<file path="src/rtl/iecsb_pkg.sv">
// iecsb_pkg: shared types and codes for the serial bus device state machine.
// Used by iecsb_step and iec_serial_bus_device_fsm; depends on nothing.
package iecsb_pkg;

	// bus bit-level phases, one-hot
	typedef enum logic [8:0] {
		PH_IDLE       = 9'b000000001,
		PH_ATN_WAIT   = 9'b000000010,
		PH_READY      = 9'b000000100,
		PH_RECEIVE    = 9'b000001000,
		PH_SEND_START = 9'b000010000,
		PH_SEND_WAIT  = 9'b000100000,
		PH_SEND_EOI   = 9'b001000000,
		PH_SEND_BITS  = 9'b010000000,
		PH_SEND_END   = 9'b100000000
	} iecsb_phase_t;

	// event codes reported with each word
	typedef enum logic [3:0] {
		EV_NONE       = 4'd0,
		EV_LISTEN     = 4'd1,
		EV_UNLISTEN   = 4'd2,
		EV_TALK       = 4'd3,
		EV_UNTALK     = 4'd4,
		EV_LISTEN_SEC = 4'd5,
		EV_TALK_SEC   = 4'd6,
		EV_DATA_IN    = 4'd7,
		EV_FETCH      = 4'd8
	} iecsb_event_t;

	// command bytes and command group field values
	localparam logic [7:0] CMD_GROUP_MASK = 8'h60;
	localparam logic [7:0] CMD_GROUP_LSN  = 8'h20;
	localparam logic [7:0] CMD_GROUP_TLK  = 8'h40;
	localparam logic [7:0] CMD_GROUP_SEC  = 8'h60;
	localparam logic [7:0] CMD_UNLISTEN   = 8'h3f;
	localparam logic [7:0] CMD_UNTALK     = 8'h5f;

	// timing thresholds in microseconds
	localparam logic [15:0] T_BIT_US     = 16'd60;
	localparam logic [15:0] T_EOI_LO_US  = 16'd200;
	localparam logic [15:0] T_EOI_HI_US  = 16'd260;
	localparam logic [15:0] T_EOI_TX_US  = 16'd512;

	localparam int QUIET_W = 16;
	localparam logic [6:0] CPM_RESET = 7'd8;

	// one bus sample tick
	typedef struct packed {
		logic       host_atn;
		logic       host_clk;
		logic       host_data;
		logic [7:0] elapsed_clocks;
		logic [7:0] send_byte;
		logic       send_is_last;
		logic       unlisten_not_found;
	} iecsb_tick_t;

	// one result word
	typedef struct packed {
		logic       drive_clk;
		logic       drive_data;
		logic [3:0] event_kind;
		logic [7:0] event_byte;
	} iecsb_result_t;

	// device state; quiet count saturates above every threshold
	typedef struct packed {
		iecsb_phase_t       phase;
		logic               bit_valid;
		logic [3:0]         bit_count;
		logic [7:0]         shift_byte;
		logic               is_listener;
		logic               is_talker;
		logic               in_attention;
		logic               end_of_transfer;
		logic               file_missing;
		logic [QUIET_W-1:0] quiet_clocks;
		logic [2:0]         prev_lines;
		logic               drv_clk;
		logic               drv_data;
	} iecsb_state_t;

endpackage

</file>
<file path="src/rtl/iecsb_step.sv">
// iecsb_step: next-state and result logic for one bus sample tick.
// Combinational; depends on iecsb_pkg.
module iecsb_step (
	input  logic [6:0]                cpm,
	input  iecsb_pkg::iecsb_tick_t    tick,
	input  iecsb_pkg::iecsb_state_t   cur,
	output iecsb_pkg::iecsb_state_t   nxt,
	output iecsb_pkg::iecsb_result_t  res
);
	import iecsb_pkg::*;

	logic [QUIET_W:0]   sum;
	logic [QUIET_W-1:0] quiet_sat;
	logic [15:0]        thr_bit;
	logic [15:0]        thr_eoi_lo;
	logic [15:0]        thr_eoi_hi;
	logic [15:0]        thr_eoi_tx;
	logic [2:0]         lines_in;
	logic               atn;
	logic               hc;
	logic               hd;

	// thresholds scaled by clocks per microsecond
	assign thr_bit    = 16'(cpm) * T_BIT_US;
	assign thr_eoi_lo = 16'(cpm) * T_EOI_LO_US;
	assign thr_eoi_hi = 16'(cpm) * T_EOI_HI_US;
	assign thr_eoi_tx = 16'(cpm) * T_EOI_TX_US;

	assign atn = tick.host_atn;
	assign hc  = tick.host_clk;
	assign hd  = tick.host_data;

	// saturating quiet time
	assign sum       = {1'b0, cur.quiet_clocks} + (QUIET_W+1)'(tick.elapsed_clocks);
	assign quiet_sat = sum[QUIET_W] ? {QUIET_W{1'b1}} : sum[QUIET_W-1:0];

	assign lines_in = {atn, cur.drv_clk & hc, cur.drv_data & hd};

	// tick evaluation, in bus order
	always_comb begin
		iecsb_state_t n;
		logic [3:0]   ev;
		logic [7:0]   eb;
		n  = cur;
		ev = EV_NONE;
		eb = 8'd0;
		if (lines_in == cur.prev_lines) begin
			// lines quiet: timing driven actions
			n.quiet_clocks = quiet_sat;
			if (n.phase == PH_RECEIVE && n.bit_valid && n.bit_count == 4'd0
					&& 16'(n.quiet_clocks) > thr_eoi_lo) begin
				if (16'(n.quiet_clocks) < thr_eoi_hi) begin
					n.drv_data = 1'b0;
					n.end_of_transfer = 1'b1;
				end else begin
					n.drv_data = 1'b1;
					n.quiet_clocks = '0;
				end
			end
			if (n.phase == PH_SEND_START && 16'(n.quiet_clocks) > thr_bit) begin
				n.drv_clk = 1'b1;
				n.phase = PH_SEND_WAIT;
				n.quiet_clocks = '0;
			end else if (n.phase == PH_SEND_WAIT && (n.drv_data & hd) && !n.file_missing) begin
				n.quiet_clocks = '0;
				n.shift_byte = tick.send_byte;
				n.end_of_transfer = tick.send_is_last;
				n.bit_count = 4'd0;
				n.bit_valid = 1'b1;
				ev = EV_FETCH;
				eb = tick.send_byte;
				if (tick.send_is_last) begin
					n.phase = PH_SEND_EOI;
				end else begin
					n.drv_clk = 1'b0;
					n.phase = PH_SEND_BITS;
				end
			end else if (n.phase == PH_SEND_EOI && 16'(n.quiet_clocks) > thr_eoi_tx) begin
				n.quiet_clocks = '0;
				n.drv_clk = 1'b0;
				n.phase = PH_SEND_BITS;
			end else if (n.phase == PH_SEND_BITS && 16'(n.quiet_clocks) > thr_bit) begin
				if (n.bit_valid) begin
					n.drv_data = n.shift_byte[n.bit_count[2:0]];
					n.drv_clk = 1'b1;
					n.bit_count = n.bit_count + 4'd1;
					if (n.bit_count == 4'd8) begin
						n.phase = PH_SEND_END;
					end
				end else begin
					n.drv_clk = 1'b0;
				end
				n.bit_valid = !n.bit_valid;
				n.quiet_clocks = '0;
			end else if (n.phase == PH_SEND_END && 16'(n.quiet_clocks) > thr_bit) begin
				n.drv_data = 1'b1;
				n.drv_clk = 1'b0;
				n.phase = PH_SEND_START;
				n.quiet_clocks = '0;
			end
		end else begin
			// a line changed: edge driven actions
			n.quiet_clocks = '0;
			if (!n.in_attention && atn) begin
				n.drv_data = 1'b0;
				n.phase = PH_ATN_WAIT;
				n.in_attention = 1'b1;
			end
			case (n.phase)
				PH_ATN_WAIT: begin
					if (!(n.drv_clk & hc)) begin
						n.phase = PH_READY;
					end
				end
				PH_READY: begin
					if (n.in_attention && !atn) begin
						n.drv_data = 1'b1;
						n.drv_clk = 1'b1;
						n.in_attention = 1'b0;
						if (n.is_listener) begin
							n.drv_data = 1'b0;
						end else if (n.is_talker) begin
							n.drv_clk = 1'b0;
							n.phase = PH_SEND_START;
						end else begin
							n.phase = PH_IDLE;
						end
					end else if (n.drv_clk & hc) begin
						n.drv_data = 1'b1;
						n.phase = PH_RECEIVE;
						n.bit_valid = 1'b1;
						n.bit_count = 4'd0;
						n.shift_byte = 8'd0;
						n.end_of_transfer = 1'b0;
					end
				end
				PH_RECEIVE: begin
					if (n.in_attention && !atn) begin
						n.drv_data = 1'b1;
						n.drv_clk = 1'b1;
						n.phase = PH_IDLE;
					end else if (n.bit_valid) begin
						if (!(n.drv_clk & hc)) begin
							n.bit_valid = 1'b0;
						end
					end else if (n.drv_clk & hc) begin
						n.shift_byte = n.shift_byte
							| (8'(n.drv_data & hd) << n.bit_count[2:0]);
						n.bit_valid = 1'b1;
						n.bit_count = n.bit_count + 4'd1;
						if (n.bit_count == 4'd8) begin
							if (n.in_attention) begin
								// command decode; group zero raises nothing
								case (n.shift_byte & CMD_GROUP_MASK)
									CMD_GROUP_LSN: begin
										if (n.shift_byte == CMD_UNLISTEN) begin
											ev = EV_UNLISTEN;
											n.file_missing = tick.unlisten_not_found;
											n.is_listener = 1'b0;
										end else begin
											ev = EV_LISTEN;
											n.is_listener = 1'b1;
										end
									end
									CMD_GROUP_TLK: begin
										if (n.shift_byte == CMD_UNTALK) begin
											ev = EV_UNTALK;
											n.is_talker = 1'b0;
										end else begin
											ev = EV_TALK;
											n.is_talker = 1'b1;
										end
									end
									CMD_GROUP_SEC: begin
										ev = n.is_listener ? EV_LISTEN_SEC : EV_TALK_SEC;
									end
									default: ;
								endcase
							end else begin
								ev = EV_DATA_IN;
							end
							if (ev != EV_NONE) begin
								eb = n.shift_byte;
							end
							n.drv_data = 1'b0;
							n.phase = PH_READY;
						end
					end
				end
				default: ;
			endcase
		end
		n.prev_lines = {atn, n.drv_clk & hc, n.drv_data & hd};
		nxt = n;
		res.drive_clk  = n.drv_clk;
		res.drive_data = n.drv_data;
		res.event_kind = ev;
		res.event_byte = eb;
	end

endmodule

</file>
<file path="src/rtl/iec_serial_bus_device_fsm.sv">
// iec_serial_bus_device_fsm: top level of the serial bus device state machine.
// Holds the input register, device state and result register; uses iecsb_pkg, iecsb_step.

// Takes one bus sample tick per clock cycle while the result side does not stall and
// returns one result word per tick, in order. A tick is captured in the input register
// when accepted, and its result moves into the result register once that register is
// free, from where it is taken; the device state updates in that same single pass,
// which is what lets ticks follow in consecutive cycles. A stall on the result side
// holds the captured tick and backs up into in_ready. clocks_per_microsecond is
// written through cfg_we/cfg_wdata, resets to 8, and should only change while no
// tick is in flight. No memory clearing is needed after reset.
module iec_serial_bus_device_fsm (
	input  logic       clk,
	input  logic       arst_n,
	// configuration
	input  logic       cfg_we,
	input  logic [6:0] cfg_wdata,
	// tick input channel
	input  logic       in_valid,
	output logic       in_ready,
	input  logic       host_atn,
	input  logic       host_clk,
	input  logic       host_data,
	input  logic [7:0] elapsed_clocks,
	input  logic [7:0] send_byte,
	input  logic       send_is_last,
	input  logic       unlisten_not_found,
	// result channel
	output logic       out_valid,
	input  logic       out_ready,
	output logic       drive_clk,
	output logic       drive_data,
	output logic [3:0] event_kind,
	output logic [7:0] event_byte
);
	import iecsb_pkg::*;

	logic          vld_s1;
	iecsb_tick_t   tick_s1;
	logic          vld_s2;
	iecsb_result_t res_s2;
	iecsb_state_t  st_q;
	iecsb_state_t  st_nxt;
	iecsb_result_t res_nxt;
	logic [6:0]    cpm_q;
	logic          advance;

	// handshake: the captured tick moves on when the result register frees up
	assign advance  = vld_s1 && (!vld_s2 || out_ready);
	assign in_ready = !vld_s1 || advance;

	// configuration register
	always_ff @(posedge clk or negedge arst_n) begin
		if (!arst_n) begin
			cpm_q <= CPM_RESET;
		end else if (cfg_we) begin
			cpm_q <= cfg_wdata;
		end
	end

	// input register
	always_ff @(posedge clk or negedge arst_n) begin
		if (!arst_n) begin
			vld_s1 <= 1'b0;
		end else if (in_ready) begin
			vld_s1 <= in_valid;
		end
	end

	always_ff @(posedge clk) begin
		if (in_valid && in_ready) begin
			tick_s1.host_atn           <= host_atn;
			tick_s1.host_clk           <= host_clk;
			tick_s1.host_data          <= host_data;
			tick_s1.elapsed_clocks     <= elapsed_clocks;
			tick_s1.send_byte          <= send_byte;
			tick_s1.send_is_last       <= send_is_last;
			tick_s1.unlisten_not_found <= unlisten_not_found;
		end
	end

	// tick logic
	iecsb_step u_step (
		.cpm  (cpm_q),
		.tick (tick_s1),
		.cur  (st_q),
		.nxt  (st_nxt),
		.res  (res_nxt)
	);

	// device state
	always_ff @(posedge clk or negedge arst_n) begin
		if (!arst_n) begin
			st_q.phase           <= PH_IDLE;
			st_q.bit_valid       <= 1'b0;
			st_q.bit_count       <= 4'd0;
			st_q.shift_byte      <= 8'd0;
			st_q.is_listener     <= 1'b0;
			st_q.is_talker       <= 1'b0;
			st_q.in_attention    <= 1'b0;
			st_q.end_of_transfer <= 1'b0;
			st_q.file_missing    <= 1'b0;
			st_q.quiet_clocks    <= '0;
			st_q.prev_lines      <= 3'd0;
			st_q.drv_clk         <= 1'b0;
			st_q.drv_data        <= 1'b0;
		end else if (advance) begin
			st_q <= st_nxt;
		end
	end

	// result register
	always_ff @(posedge clk or negedge arst_n) begin
		if (!arst_n) begin
			vld_s2 <= 1'b0;
		end else if (advance) begin
			vld_s2 <= 1'b1;
		end else if (out_ready) begin
			vld_s2 <= 1'b0;
		end
	end

	always_ff @(posedge clk) begin
		if (advance) begin
			res_s2 <= res_nxt;
		end
	end

	assign out_valid  = vld_s2;
	assign drive_clk  = res_s2.drive_clk;
	assign drive_data = res_s2.drive_data;
	assign event_kind = res_s2.event_kind;
	assign event_byte = res_s2.event_byte;

endmodule

</file>
<file path="config.mk">
export PLATFORM = sky130hd
export DESIGN_NAME = iec_serial_bus_device_fsm
export DESIGN_NICKNAME = d
export VERILOG_FILES = /design/src/rtl/iecsb_pkg.sv /design/src/rtl/iecsb_step.sv /design/src/rtl/iec_serial_bus_device_fsm.sv
export SDC_FILE = /design/constraint.sdc
export NUM_CORES = 1
export LEC_CHECK = 0
export ABC_AREA = 1
export BUFFER_PORTS_ARGS = -buffer_cell sky130_fd_sc_hd__buf_2
export CAP_MARGIN = 40
export CORE_MARGIN = 1.5
export CORE_UTILIZATION = 51
export CTS_CLUSTER_SIZE = 30
export DETAILED_ROUTE_END_ITERATION = 6
export GPL_TIMING_DRIVEN = 0
export PLACE_DENSITY = 0.69
export SYNTH_ARGS = -nofsm -noshare
export SYNTH_HDL_FRONTEND = slang
export SYNTH_SLANG_ARGS = --single-unit
</file>
<file path="constraint.sdc">
create_clock -name clk -period 16.5 [get_ports clk]
set_clock_uncertainty 0.2 [all_clocks]
set_input_delay 1.65 -clock clk [delete_from_list [all_inputs] [get_ports clk]]
set_output_delay 1.65 -clock clk [all_outputs]
set_load 0.03 [all_outputs]
</file>
==> run metrics <==
status=finished clean; grt total ovfl=0; Initial Util=52.7%; layout cells sized above 1=9.97%; TritonRoute pass-1 iters=7; Setup TNS Final=0 ns; postcts setup bufs=0; clk_lat worst skew=0.36 ns; Die Span X=126 um; VDD IR max=0.0770 mV; Post-synth top flop=dfrtp_1; RSZ-0062 raised after global routing=false; DIE AREA=0.0159 mm2; core area=0.0146 mm2; WP data arrival=7.36 ns; critical path endpoint category=flop; Crit Path Max Fanout=10; FILL cells=1407; Via density=5.49; IO Port Bufs=48; FP Rows=44; number of diodes=0; Final GP Congestion=0.919; Max stage delay on crit path=0.66 ns; vias in the first global route=6443; Sequential Area=0.00245 mm2; synthesis-to-layout area growth=10.3%; drt drc=0; Synth cell types=61; max-cap viol count=0; pins over their slew limit=0; Final nets=1188; TritonCTS clock tree=done; EDFF count, synth=35; crit path launch type=flop; asr flop ratio synth=61.5%; Buf/Inv on CP=3; count of state elements after synthesis=91; Total Wirelength=19300 um; relative slew slack=52.0%; # hold bufs at CTS=0; die height=126 um; CTS Buf Count=9; WP data required=16.59 ns; first-pass GRT wire length=32200 um; HPWL Detailed=15400 um; Sink Count=91; Synth warnings=0; Fin. Hold Viols=0; static leakage=4.30 nW; clock-pin slew on the worst setup and hold paths=0.08 ns; synthesized area=0.00772 mm2; delay-heaviest family, CP=compound AO/OA/AOI/OAI gates; sequential-to-total area share from yosys stat=31.8%; Routed Antenna Nets=0; via count=6785; worst slack at placement=9.25 ns; PostCTS Resize Cnt=0; root buffer selected by CTS=clkbuf_16; Total GRT Usage=25.6%; drt wl/cell=15.6 um; Achievable Freq=137 MHz; crit share post-route=44.1%; Top-Level Pins=49; Post-Synthesis Cells=986; setup ws final=9.23 ns; multi-input logic area=0.00459 mm2; worst hold path class=reg -> reg; initial detailed-routing violation count=454; Mapped Avg Cell Area=7.83 um2; DP Cell Count=1221; Max Root-Sink Buffers=2; Power per Cell Area=143 mW/mm2; minimum clock period=7.27 ns; worst-margin pin slew=0.715 ns; Worst path slowest cell=dfstp_2; largest net degree at the start of global routing=36; # setup viols final=0; CP Class=reg -> reg; fin cells=1237; CTS HTree Levels=3; syn nets=1126; initial antenna violation count=0
[final timing paths]
| path | slack, ns | cells past startpoint | start | to |
|---|---|---|---|---|
| worst max-delay path | 9.23 | 33 | cpm_q[3]$_DFFE_PN1P_ | st_q[5]$_DFFE_PN0P_ |
| worst min-delay path | 0.28 | 2 | st_q[39]$_DFFE_PN1P_ | st_q[39]$_DFFE_PN1P_ |
| worst max register to register | 9.23 | 33 | cpm_q[3]$_DFFE_PN1P_ | st_q[5]$_DFFE_PN0P_ |
| max in group asynchronous | 14.33 | 2 | arst_n | st_q[39]$_DFFE_PN1P_ |
| min in group asynchronous | 1.09 | 1 | arst_n | st_q[12]$_DFFE_PN0P_ |
| worst min register to register | 0.28 | 2 | st_q[39]$_DFFE_PN1P_ | st_q[39]$_DFFE_PN1P_ |
[worst min-delay path, cell delays in order (launching register included)]
cell	delay [ns]
dfstp_2	0.38
nand2_1	0.06
nand2_1	0.04
[cells in the final DEF, fill, tap and decap left out, types with 20 or more instances in the layout]
cell,n
inv_1,149
ha_1,93
edfxtp_1,35
nor2_1,91
dfrtp_1,54
nand2_1,198
o21ai_0,53
nand3_1,72
buf_2,51
nor3_1,24
xor2_1,20
a21oi_1,44
[synth_stat cells, types with 4 or more instances]
cell type | number | area share (%)
o21ai_0 | 53 | 3.4
a31oi_1 | 9 | 0.73
nor3_1 | 24 | 1.6
edfxtp_1 | 35 | 14
nand3b_1 | 5 | 0.49
xor2_1 | 20 | 2.3
fa_1 | 14 | 3.6
nor2_1 | 91 | 4.4
ha_1 | 93 | 15
a21oi_1 | 44 | 2.9
nand3_1 | 72 | 4.7
a22oi_1 | 4 | 0.39
dfrtp_1 | 54 | 18
nand2_1 | 198 | 9.6
inv_1 | 149 | 7.2
xnor2_1 | 7 | 0.79
o31ai_1 | 11 | 1.1
nand2_2 | 9 | 0.73
clkbuf_1 | 10 | 0.49
nand4_1 | 15 | 1.2
[report_power, final]
| group | internal [mW] | switching [mW] | leakage [nW] |
|---|---|---|---|
| Sequential | 0.284 | 0.0398 | 1.06 |
| Clock | 0.103 | 0.0937 | 0.130 |
| Combinational | 0.245 | 0.450 | 3.11 |
[area by class of cell]
class / count / area share (%)
Buffer: 16 / 1.06
Clock buffer: 11 / 2.74
Clock inverter: 5 / 0.456
Inverter: 154 / 6.79
Multi-Input combinational cell: 725 / 54.0
Sequential cell: 91 / 28.9
Tap cell: 184 / 2.71
Timing Repair Buffer: 51 / 3.41
[layer usage]
| metal | track usage [%] | part of all wire [%] |
|---|---|---|
| met3 | 3.78 | 5.1 |
| met2 | 39.7 | 43 |
| met1 | 38.1 | 50 |
| met5 | 0 | 0 |
| met4 | 5.48 | 1.0 |
[state kept, by name, summed over array words and instances (netlist names)]
register / count
drive_data: 1
drive_clk: 1
event_kind: 4
st_q: 47
cpm_q: 7
vld_s1: 1
out_valid: 1
event_byte: 8
tick_s1: 21
[through the flow]
step	hold WS, ns	area, um2	power, mW	utilization (%)
2_1_floorplan	0.250	7720	0.838	-
3_3_place_gp	0.265	8190	0.999	55.9
3_5_place_dp	0.270	8240	1.01	56.2
4_1_cts	0.282	8510	1.21	58.1
5_1_grt	0.314	8510	1.33	58.1
6_report	0.281	8510	1.22	58.1
[cell families (layout without fill, tap and decap cells)]
kind of cell,Yosys count,after routing,share of synthesized area (%)
AND/OR/NAND/NOR,436,436,25.5
buffers and inverters,170,237,8.66
AO/OA/AOI/OAI,152,152,11.8
adder cells (fa/ha/maj),107,107,18.7
flip-flops,91,91,31.8
XOR/XNOR,27,27,3.06
multiplexers,3,3,0.422
No activity file was read; power rests on OpenSTA's default activity.
